==> config.mk <==
export PLATFORM = sky130hd
export DESIGN_NAME = rotated_rgb565_frame_writer
export DESIGN_NICKNAME = d
export VERILOG_FILES = /design/src/rtl/rrfw_pkg.sv /design/src/rtl/rotated_rgb565_frame_writer.sv
export SDC_FILE = /design/constraint.sdc
export NUM_CORES = 1
export LEC_CHECK = 0
export BUFFER_PORTS_ARGS = -buffer_cell sky130_fd_sc_hd__buf_2
export CORE_ASPECT_RATIO = 1.2
export CORE_MARGIN = 5
export CORE_UTILIZATION = 55
export CTS_CLUSTER_DIAMETER = 200
export CTS_CLUSTER_SIZE = 14
export DETAILED_ROUTE_END_ITERATION = 12
export GPL_TIMING_DRIVEN = 0
export HOLD_SLACK_MARGIN = 0.06
export PLACE_DENSITY = 0.81
export SETUP_SLACK_MARGIN = 0.4
export SYNTH_ARGS = -nofsm -noshare
export SYNTH_HDL_FRONTEND = slang
export SYNTH_SLANG_ARGS = --single-unit
==> constraint.sdc <==
create_clock -name clk -period 10.77 [get_ports clk]
set_input_delay 0.5385 -clock clk [delete_from_list [all_inputs] [get_ports clk]]
set_output_delay 0.5385 -clock clk [all_outputs]
set_load 0.005 [all_outputs]
==> src/rtl/rrfw_pkg.sv <==
// Package with shared widths, register indexes and reset values for the rotated frame writer.
package rrfw_pkg;

    localparam int MAX_DIM_DEFAULT = 1024;

    localparam int COLOR_W  = 8;
    localparam int PACKED_W = 16;
    localparam int OFFSET_W = 23;
    localparam int SRC_W    = 20;
    localparam int MODE_W   = 2;
    localparam int COUNT_W  = 11;
    localparam int PITCH_W  = 14;
    localparam int CFG_DATA_W  = 14;
    localparam int CFG_INDEX_W = 3;

    localparam logic [CFG_INDEX_W-1:0] REG_DRAW_MODE   = 3'd0;
    localparam logic [CFG_INDEX_W-1:0] REG_INNER_COUNT = 3'd1;
    localparam logic [CFG_INDEX_W-1:0] REG_OUTER_COUNT = 3'd2;
    localparam logic [CFG_INDEX_W-1:0] REG_X_PITCH     = 3'd3;
    localparam logic [CFG_INDEX_W-1:0] REG_Y_PITCH     = 3'd4;

    localparam logic [MODE_W-1:0] MODE_PORTRAIT_FLIPPED = 2'd0;

    localparam int INNER_COUNT_RESET = 240;
    localparam int OUTER_COUNT_RESET = 320;
    localparam int X_PITCH_RESET     = 2;
    localparam int Y_PITCH_RESET     = 480;

endpackage

==> src/rtl/rotated_rgb565_frame_writer.sv <==
// Top level of the rotated RGB565 frame writer: counters, offset math and output register.
//
// Each input item is one 24-bit source pixel (red, green, blue) in the order the
// rotating copy consumes it. Each item yields exactly one result item carrying the
// RGB565 word, the framebuffer offset in 16-bit words, the source pixel index and a
// frame end flag on the last pixel of a frame. Both channels use valid and ready.
// An item passes an input register and then an output register before its result
// appears. One item is accepted per cycle as long as the receiver takes results; the
// rate is set by the two registered stages, which each hold one item. When the receiver
// stalls, the output register holds its result and the input register fills behind it,
// after which in_ready drops. Reset loads the register defaults (mode 0, 240 by 320
// pixels, pitches 2 and 480) and puts the loop counters at the start of a frame. Any
// configuration write to a valid index restarts the frame for the new settings. The user
// must write configuration via cfg_write_en, cfg_index and cfg_data only while no item
// is in flight; the block itself does not enforce it.
module rotated_rgb565_frame_writer #(
    parameter int MAX_DIM = rrfw_pkg::MAX_DIM_DEFAULT
) (
    input  logic                                    clk,
    input  logic                                    rst_n,
    input  logic                                    cfg_write_en,
    input  logic [rrfw_pkg::CFG_INDEX_W-1:0]        cfg_index,
    input  logic [rrfw_pkg::CFG_DATA_W-1:0]         cfg_data,
    input  logic                                    in_valid,
    output logic                                    in_ready,
    input  logic [rrfw_pkg::COLOR_W-1:0]            red,
    input  logic [rrfw_pkg::COLOR_W-1:0]            green,
    input  logic [rrfw_pkg::COLOR_W-1:0]            blue,
    output logic                                    out_valid,
    input  logic                                    out_ready,
    output logic signed [rrfw_pkg::OFFSET_W-1:0]    dest_offset,
    output logic [rrfw_pkg::PACKED_W-1:0]           packed_color,
    output logic [rrfw_pkg::SRC_W-1:0]              source_pixel,
    output logic                                    frame_end
);
    import rrfw_pkg::*;

    localparam int POS_W  = $clog2(MAX_DIM);
    localparam int CNT_W  = $clog2(MAX_DIM + 1);
    localparam int CMP_W  = (CNT_W > COUNT_W) ? CNT_W : COUNT_W;
    localparam int PROD_W = POS_W + 1 + PITCH_W;
    localparam int SUM_W  = (PROD_W + 1 > OFFSET_W) ? PROD_W + 1 : OFFSET_W;
    localparam int TOT_W  = 2 * CNT_W;
    localparam int RESET_OC = (OUTER_COUNT_RESET > MAX_DIM) ? MAX_DIM : OUTER_COUNT_RESET;

    function automatic logic [CNT_W-1:0] clamp_count(input logic [COUNT_W-1:0] c);
        logic [CMP_W-1:0] w;
        w = CMP_W'(c);
        if (w == '0)
            return CNT_W'(1);
        else if (w > CMP_W'(MAX_DIM))
            return CNT_W'(MAX_DIM);
        else
            return CNT_W'(w);
    endfunction

    // Configuration registers.
    logic [MODE_W-1:0]         draw_mode_reg, draw_mode_next;
    logic [COUNT_W-1:0]        inner_count_reg, inner_count_next;
    logic [COUNT_W-1:0]        outer_count_reg, outer_count_next;
    logic signed [PITCH_W-1:0] x_pitch_reg, x_pitch_next;
    logic signed [PITCH_W-1:0] y_pitch_reg, y_pitch_next;

    // Loop counters.
    logic [POS_W-1:0] outer_pos_reg, outer_pos_next;
    logic [POS_W-1:0] inner_pos_reg, inner_pos_next;
    logic [SRC_W-1:0] pixels_done_reg, pixels_done_next;

    // Input stage.
    logic                s1_valid_reg;
    logic [POS_W-1:0]    s1_x_reg, s1_y_reg;
    logic [SRC_W-1:0]    s1_pd_reg;
    logic                s1_forward_reg;
    logic                s1_last_reg;
    logic [PACKED_W-1:0] s1_color_reg;

    // Output stage.
    logic                       out_valid_reg;
    logic signed [OFFSET_W-1:0] offset_reg, offset_next;
    logic [PACKED_W-1:0]        color_reg;
    logic [SRC_W-1:0]           src_reg, src_next;
    logic                       last_reg;

    logic [CNT_W-1:0] ic, oc, ic_new, oc_new;
    logic             landscape;
    logic             last_now;
    logic             cfg_hit;
    logic             in_accept, s1_advance, out_advance;
    logic [CNT_W-1:0] inner_inc;
    logic [TOT_W-1:0] total;
    logic signed [PROD_W-1:0] prod_x, prod_y;
    logic signed [SUM_W-1:0]  offset_sum;

    assign ic        = clamp_count(inner_count_reg);
    assign oc        = clamp_count(outer_count_reg);
    assign landscape = (draw_mode_reg != MODE_PORTRAIT_FLIPPED);

    assign out_advance = !out_valid_reg || out_ready;
    assign s1_advance  = !s1_valid_reg || out_advance;
    assign in_ready    = s1_advance;
    assign in_accept   = in_valid && in_ready;

    always_comb
    begin
        draw_mode_next   = draw_mode_reg;
        inner_count_next = inner_count_reg;
        outer_count_next = outer_count_reg;
        x_pitch_next     = x_pitch_reg;
        y_pitch_next     = y_pitch_reg;
        cfg_hit          = 1'b0;
        if (cfg_write_en)
        begin
            case (cfg_index)
                REG_DRAW_MODE:
                begin
                    draw_mode_next = cfg_data[MODE_W-1:0];
                    cfg_hit = 1'b1;
                end
                REG_INNER_COUNT:
                begin
                    inner_count_next = cfg_data[COUNT_W-1:0];
                    cfg_hit = 1'b1;
                end
                REG_OUTER_COUNT:
                begin
                    outer_count_next = cfg_data[COUNT_W-1:0];
                    cfg_hit = 1'b1;
                end
                REG_X_PITCH:
                begin
                    x_pitch_next = $signed(cfg_data[PITCH_W-1:0]);
                    cfg_hit = 1'b1;
                end
                REG_Y_PITCH:
                begin
                    y_pitch_next = $signed(cfg_data[PITCH_W-1:0]);
                    cfg_hit = 1'b1;
                end
                default:
                begin
                    cfg_hit = 1'b0;
                end
            endcase
        end
    end

    assign ic_new    = clamp_count(inner_count_next);
    assign oc_new    = clamp_count(outer_count_next);
    assign inner_inc = CNT_W'(inner_pos_reg) + CNT_W'(1);

    always_comb
    begin
        outer_pos_next   = outer_pos_reg;
        inner_pos_next   = inner_pos_reg;
        pixels_done_next = pixels_done_reg;
        last_now         = 1'b0;
        if (landscape)
        begin
            if (inner_pos_reg == '0)
            begin
                inner_pos_next = POS_W'(ic - CNT_W'(1));
                if (outer_pos_reg == '0)
                begin
                    last_now       = 1'b1;
                    outer_pos_next = POS_W'(oc - CNT_W'(1));
                end
                else
                begin
                    outer_pos_next = outer_pos_reg - POS_W'(1);
                end
            end
            else
            begin
                inner_pos_next = inner_pos_reg - POS_W'(1);
            end
        end
        else
        begin
            inner_pos_next = POS_W'(inner_inc);
            if (inner_inc >= ic)
            begin
                inner_pos_next = '0;
                if (outer_pos_reg == '0)
                begin
                    last_now       = 1'b1;
                    outer_pos_next = POS_W'(oc - CNT_W'(1));
                end
                else
                begin
                    outer_pos_next = outer_pos_reg - POS_W'(1);
                end
            end
        end
        pixels_done_next = last_now ? '0 : pixels_done_reg + SRC_W'(1);

        if (cfg_hit)
        begin
            outer_pos_next   = POS_W'(oc_new - CNT_W'(1));
            inner_pos_next   = (draw_mode_next == MODE_PORTRAIT_FLIPPED) ?
                               '0 : POS_W'(ic_new - CNT_W'(1));
            pixels_done_next = '0;
        end
        else if (!in_accept)
        begin
            outer_pos_next   = outer_pos_reg;
            inner_pos_next   = inner_pos_reg;
            pixels_done_next = pixels_done_reg;
        end
    end

    always_ff @(posedge clk or negedge rst_n)
    begin
        if (!rst_n)
        begin
            draw_mode_reg   <= MODE_PORTRAIT_FLIPPED;
            inner_count_reg <= COUNT_W'(INNER_COUNT_RESET);
            outer_count_reg <= COUNT_W'(OUTER_COUNT_RESET);
            x_pitch_reg     <= PITCH_W'(X_PITCH_RESET);
            y_pitch_reg     <= PITCH_W'(Y_PITCH_RESET);
            outer_pos_reg   <= POS_W'(RESET_OC - 1);
            inner_pos_reg   <= '0;
            pixels_done_reg <= '0;
        end
        else
        begin
            draw_mode_reg   <= draw_mode_next;
            inner_count_reg <= inner_count_next;
            outer_count_reg <= outer_count_next;
            x_pitch_reg     <= x_pitch_next;
            y_pitch_reg     <= y_pitch_next;
            outer_pos_reg   <= outer_pos_next;
            inner_pos_reg   <= inner_pos_next;
            pixels_done_reg <= pixels_done_next;
        end
    end

    // Input stage captures the coordinates, the pixel count, the order bit, the frame end flag and the packed color.
    always_ff @(posedge clk or negedge rst_n)
    begin
        if (!rst_n)
        begin
            s1_valid_reg <= 1'b0;
        end
        else if (s1_advance)
        begin
            s1_valid_reg <= in_valid;
        end
    end

    always_ff @(posedge clk)
    begin
        if (in_accept)
        begin
            s1_x_reg       <= landscape ? outer_pos_reg : inner_pos_reg;
            s1_y_reg       <= landscape ? inner_pos_reg : outer_pos_reg;
            s1_pd_reg      <= pixels_done_reg;
            s1_forward_reg <= draw_mode_reg[MODE_W-1];
            s1_last_reg    <= last_now;
            s1_color_reg   <= {red[7:3], green[7:2], blue[7:3]};
        end
    end

    // Offset is floor(x*xpitch/2) + floor(y*ypitch/2), wrapped to the output width.
    assign prod_x     = $signed({1'b0, s1_x_reg}) * x_pitch_reg;
    assign prod_y     = $signed({1'b0, s1_y_reg}) * y_pitch_reg;
    assign offset_sum = SUM_W'(prod_x >>> 1) + SUM_W'(prod_y >>> 1);
    assign offset_next = offset_sum[OFFSET_W-1:0];

    assign total    = ic * oc;
    assign src_next = s1_forward_reg ? s1_pd_reg :
                      SRC_W'(total) - SRC_W'(1) - s1_pd_reg;

    always_ff @(posedge clk or negedge rst_n)
    begin
        if (!rst_n)
        begin
            out_valid_reg <= 1'b0;
        end
        else if (out_advance)
        begin
            out_valid_reg <= s1_valid_reg;
        end
    end

    always_ff @(posedge clk)
    begin
        if (out_advance && s1_valid_reg)
        begin
            offset_reg <= offset_next;
            color_reg  <= s1_color_reg;
            src_reg    <= src_next;
            last_reg   <= s1_last_reg;
        end
    end

    assign out_valid    = out_valid_reg;
    assign dest_offset  = offset_reg;
    assign packed_color = color_reg;
    assign source_pixel = src_reg;
    assign frame_end    = last_reg;

    // The loop counters always stay inside the current frame.
    assert property (@(posedge clk) disable iff (!rst_n)
        (CNT_W'(inner_pos_reg) < ic) && (CNT_W'(outer_pos_reg) < oc))
        else $error("Loop counter outside the frame.");

    // The input side only stalls while the input stage holds an item.
    assert property (@(posedge clk) disable iff (!rst_n)
        !in_ready |-> (s1_valid_reg && out_valid_reg && !out_ready))
        else $error("Input stalled without a full pipeline.");

    // The pixel count restarts after the last pixel of a frame.
    assert property (@(posedge clk) disable iff (!rst_n)
        (in_accept && last_now) |=> (pixels_done_reg == '0))
        else $error("Pixel count did not restart at frame end.");

endmodule

# Word level (Yosys, flattened, before mapping)
# Cells that the tools add are included.
# op_classes
n_eq_ne,5
magnitude_cmp,5
n_mux,38
reduce_logical,21
addsub,11
mul,3
# op_table
cell,n
$mux W10,18
$mux W11,8
$mux W20,4
$sub A10 B1 Y10 const B,6
$mul A11 B14 Y24,2
$gt A11 B11 Y1 const B,4
$logic_not A11 Y1,4
$add A23 B23 Y23,1
$add A20 B1 Y20 const B,1
$logic_not A10 Y1,2
$mul A11 B11 Y20,1
$sub A20 B1 Y20 const B,1
$sub A20 B20 Y20,1
$add A10 B1 Y11 const B,1
$ge A11 B11 Y1,1
$eq A3 B2 Y1 const B,2
$mux W1,6
$reduce_or A5 Y1,1
$mux W2,2
$reduce_and A2 Y1,2
$reduce_bool A2 Y1,2
$eq A3 B1 Y1 const B,1
$eq A3 B3 Y1 const B,1
$logic_not A3 Y1,1
other kinds (7),10
# word_totals
word_cells,103
out_inout_bits,62
reg_bits,212

# Depth between registers and ports, before layout
# depth
word_depth,9
mapped_depth,31
depth_no_buf,30

# Worst setup path before layout
# Ideal clock, no wire load.
# synth_timing
path_kind,register to register
start,register y_pitch_reg[7]
end,register offset_reg[22] (netlist: dest_offset[22]) (data pin)
slack_ns,3.930
n_path_buf,1
period_less_slack_ns,6.840
t_required_ns,10.512
arrival_ns,6.582
path_stages_with_launch,29
setup_time_ns,0.258
path_cell_list,dfstp_2 clkbuf_1 nand2_1 fa_1 fa_1 fa_1 inv_1 fa_1 inv_1 fa_1 inv_1 ha_1 or3_1 o21ai_0 nor2_1 o21a_1 o21ai_0 o31a_1 ha_1 nand2_1 nor2_1 a211oi_1 o211a_1 nor2_1 a2111oi_0 o21bai_1 a21oi_1 xnor2_1 xnor2_1
# synth_between
elab_chain_cells,2
# synth_rtl
item,line,text
from (decl),rotated_rgb565_frame_writer.sv:62,"logic signed [PITCH_W-1:0] y_pitch_reg, y_pitch_next;"
from (signal assigned),rotated_rgb565_frame_writer.sv:219,y_pitch_reg <= PITCH_W'(Y_PITCH_RESET);
from (signal assigned),rotated_rgb565_frame_writer.sv:230,y_pitch_reg <= y_pitch_next;
$mul A11 B14 Y24,rotated_rgb565_frame_writer.sv:265,"assign prod_y = $signed({1'b0, s1_y_reg}) * y_pitch_reg;"
$add A23 B23 Y23,rotated_rgb565_frame_writer.sv:266,assign offset_sum = SUM_W'(prod_x >>> 1) + SUM_W'(prod_y >>> 1);
net offset_sum[22],rotated_rgb565_frame_writer.sv:92,logic signed [SUM_W-1:0] offset_sum;
to (signal assigned),rotated_rgb565_frame_writer.sv:289,offset_reg <= offset_next;
to (decl),rotated_rgb565_frame_writer.sv:79,"logic signed [OFFSET_W-1:0] offset_reg, offset_next;"
# The timed path passes the listed nets, and every way through them passes these cells.
# A chain may end at the register's enable or synchronous reset.

# Final worst setup path
# Ends and elaborated chain as after synthesis.

==> run_results.csv <==
group,metric,value,unit
detailed_routing,drcViolationCount,0,
critical_path,cp.depth,28,
timing,drv_slew,0,
place,portBuffers,99,
synth,seq_area_frac_synth,23.5,%
place,hpwl,51000,um
finish,nFillCells,3793,
synth,synthArstFlopShare,44.3,%
die,num_io_pins,108,
critical_path,slowest_stage,"fa_1",
job,drv_cap,0,
clock_network,cts_sinks,212,
clock_network,cts_root_buf,"clkbuf_16",
critical_path,setup.worst_path.start_class,"flop",
finish,fin_nets,3337,
timing,timing.max_slew.rel_slack,25.7,%
synth,syn-cell-area,25200,um^2
die,rows,86,
timing,finalCritPeriodShare,73.7,%
finish,final_cell_mix,"514 x inv_1, 350 x fa_1, 286 x nand2_1",
global_routing,grt_pass1_vias,20200,
place,post-place-ws,2.94,ns
die,start_util,55.2,%
timing,final.setup.worst_slack,2.83,ns
timing,setup_tns,0,ns
critical_path,cpMostUsedCell,"fa_1",
synth,ys.flop_type,"edfxtp_1",
critical_path,startpoint,"y_pitch_reg[7]",
finish,area_growth,7.39,%
global_routing,grt_pass1_wl,103000,um
clock_network,cts_tree,"done",
global_routing,antenna_found_initial,0,
finish,num_antenna_cells,0,
timing,final-hold-violation-count,0,
critical_path,regToRegStartpoint,"y_pitch_reg[7]",
synth,syn-instance-count,2620,
timing,fmax,0.126,GHz
die,die_w,205,um
timing,setup_viol,0,
finish,largest_register_ffs,23,
timing,tightestPinTransition,1.11,ns
detailed_routing,ant_nets,0,
clock_network,clk_pin_slew,0.09,ns
critical_path,r2r_cells,28,
synth,synth_nets,3215,
synth,syn_avg_cell_area,9.61,um^2
synth,synthDistinctLibCells,73,
detailed_routing,first_iter_violations,1271,
finish,layout_commonest_cell,"inv_1",
critical_path,critPathArrivalTime,8.20,ns
synth,netlist.area_leader.share,27.8,%
clock_network,clk_latency,0.53,ns
clock_network,h-tree-depth,1,
timing,rsz0062_at_grt,"no",
critical_path,r2r_end,"dest_offset[22]",
critical_path,critical_path_required,11.04,ns
finish,drive_gt1_share,8.35,%
place,routabilityCongestion,0.923,
die,die_area,50200,um^2
die,coreArea,45600,um^2
critical_path,crit_buf_inv,4,
critical_path,critPathKind,"flop to flop",
critical_path,slowest_delay,0.60,ns
timing,skew,0.0259,ns
clock_network,cts_buffers,19,
critical_path,critPathTopFamily,"adder cells",
global_routing,grt_max_degree,73,
timing,fin_crit,7.94,ns
clock_network,cts_buffer_depth,3,
synth,synth.area.top_cells,"fa_1 28%, edfxtp_1 14%, ha_1 9.9%",
critical_path,path_max_fanout,10,
critical_path,r2r_setup_slack,2.83,ns
min_path,hold_class,"input pin to flop",
global_routing,gr-total-overflow,0,
synth,synth-edff-count,118,
synth,synth_top_area_cell,"fa_1",
detailed_routing,wl,63300,um
detailed_routing,vias,19000,
critical_path,critPathCaptureType,"flop",
detailed_routing,wl_per_cell,18.8,um
clock_network,cts_setup_buffers,0,
status,status,"finished, final reports clean",
synth,synth-seq-cells,212,
detailed_routing,vias_per_cell,5.63,
critical_path,cp-endpoint,"dest_offset[22]",
die,die_h,244,um
global_routing,grt_use_total,25.6,%
detailed_routing,drtPass1Iterations,5,
synth,yosysWarnings,0,
## synth_stat cells, types with 5 or more instances
library cell	number
o31ai_1	9
mux2i_1	13
xor2_1	34
a211oi_1	10
ha_1	199
nor3_1	22
buf_2	6
o21a_1	13
and2_1	150
nor2_1	104
o22ai_1	5
o21ai_1	5
a31oi_1	38
mux2_2	64
or3_1	8
o211ai_1	7
nand2b_1	29
a22oi_1	5
o21ai_0	69
inv_1	514
a21o_1	30
fa_1	350
nor2b_1	22
clkbuf_1	92
nand3_1	28
edfxtp_1	118
a2111oi_0	5
nand2_1	286
dfrtp_1	76
and3_1	26
xnor2_1	82
a21oi_1	100
o21bai_1	7
dfstp_2	18
or2_2	9
## worst min path at each step
stage                      from               end  cells after the start
2_1_floorplan             rst_n  draw_mode_reg[0]                      0
3_3_place_gp   s1_color_reg[10]  packed_color[10]                      0
3_5_place_dp   s1_color_reg[12]  packed_color[12]                      0
4_1_cts                green[4]   s1_color_reg[7]                      1
5_1_grt                green[4]   s1_color_reg[7]                      1
6_report               green[4]   s1_color_reg[7]                      1
## cell families after synthesis
group	after synthesis	synth area share, %
simple gates	712	13.8
buf+inv	619	9.29
flops	212	23.5
fa+ha+maj	549	37.7
xor+xnor	116	4.04
mux	77	3.38
compound gates	335	8.25
## per-stage QoR
step / std cells / hold slack, ns / util [%] / instance area (um^2)
after CTS: 3371 / 0.159 / 59.3 / 27000
after floorplan: 2620 / 0.243 / - / 25200
final: 3371 / 0.183 / 59.3 / 27000
after global routing: 3371 / 0.158 / 59.3 / 27000
after detailed placement: 3336 / 0.405 / 58.0 / 26500
after global placement: 3335 / 0.401 / 58.0 / 26400
## cell type report
cell class	instances	area, um^2	area share [%]
buffer	101	398	1.47
sequential	212	5920	21.9
tap	616	771	2.85
inverter	518	1940	7.19
clock inverter	2	25.0	0.0925
timing repair buffer	101	536	1.98
clock buffer	32	524	1.94
multi-input combinational	1789	16900	62.6
## worst register-to-register path: cells and delay by family, from the launching register on
family | cells | cell delay [ns]
AOI/OAI and AO/OA | 9 | 2.26
DFF | 1 | 0.54
adders and majority gates | 7 | 3.06
buffers and inverters | 4 | 0.59
and+or+nand+nor | 6 | 0.90
xor gates and xnor gates | 2 | 0.28
## layer usage
layer	wire (um)	part of all wire (%)	up-vias	track usage (%)
met2	32300	51	778	45.2
met4	4340	6.9	0	14.8
met3	3880	6.1	224	3.29
li1	-	-	8559	-
met1	22800	36	9427	29.9
met5	0	0	-	0
## timing repair
item                      in CTS  in global routing
hold buffers                   1                  0
gates resized for setup        0                  0
hold endpoints to repair      22                  0
Power is left out: the tool's default activity adds up to more than one toggle a clock period on the data nets, which glitch-free logic cannot reach.
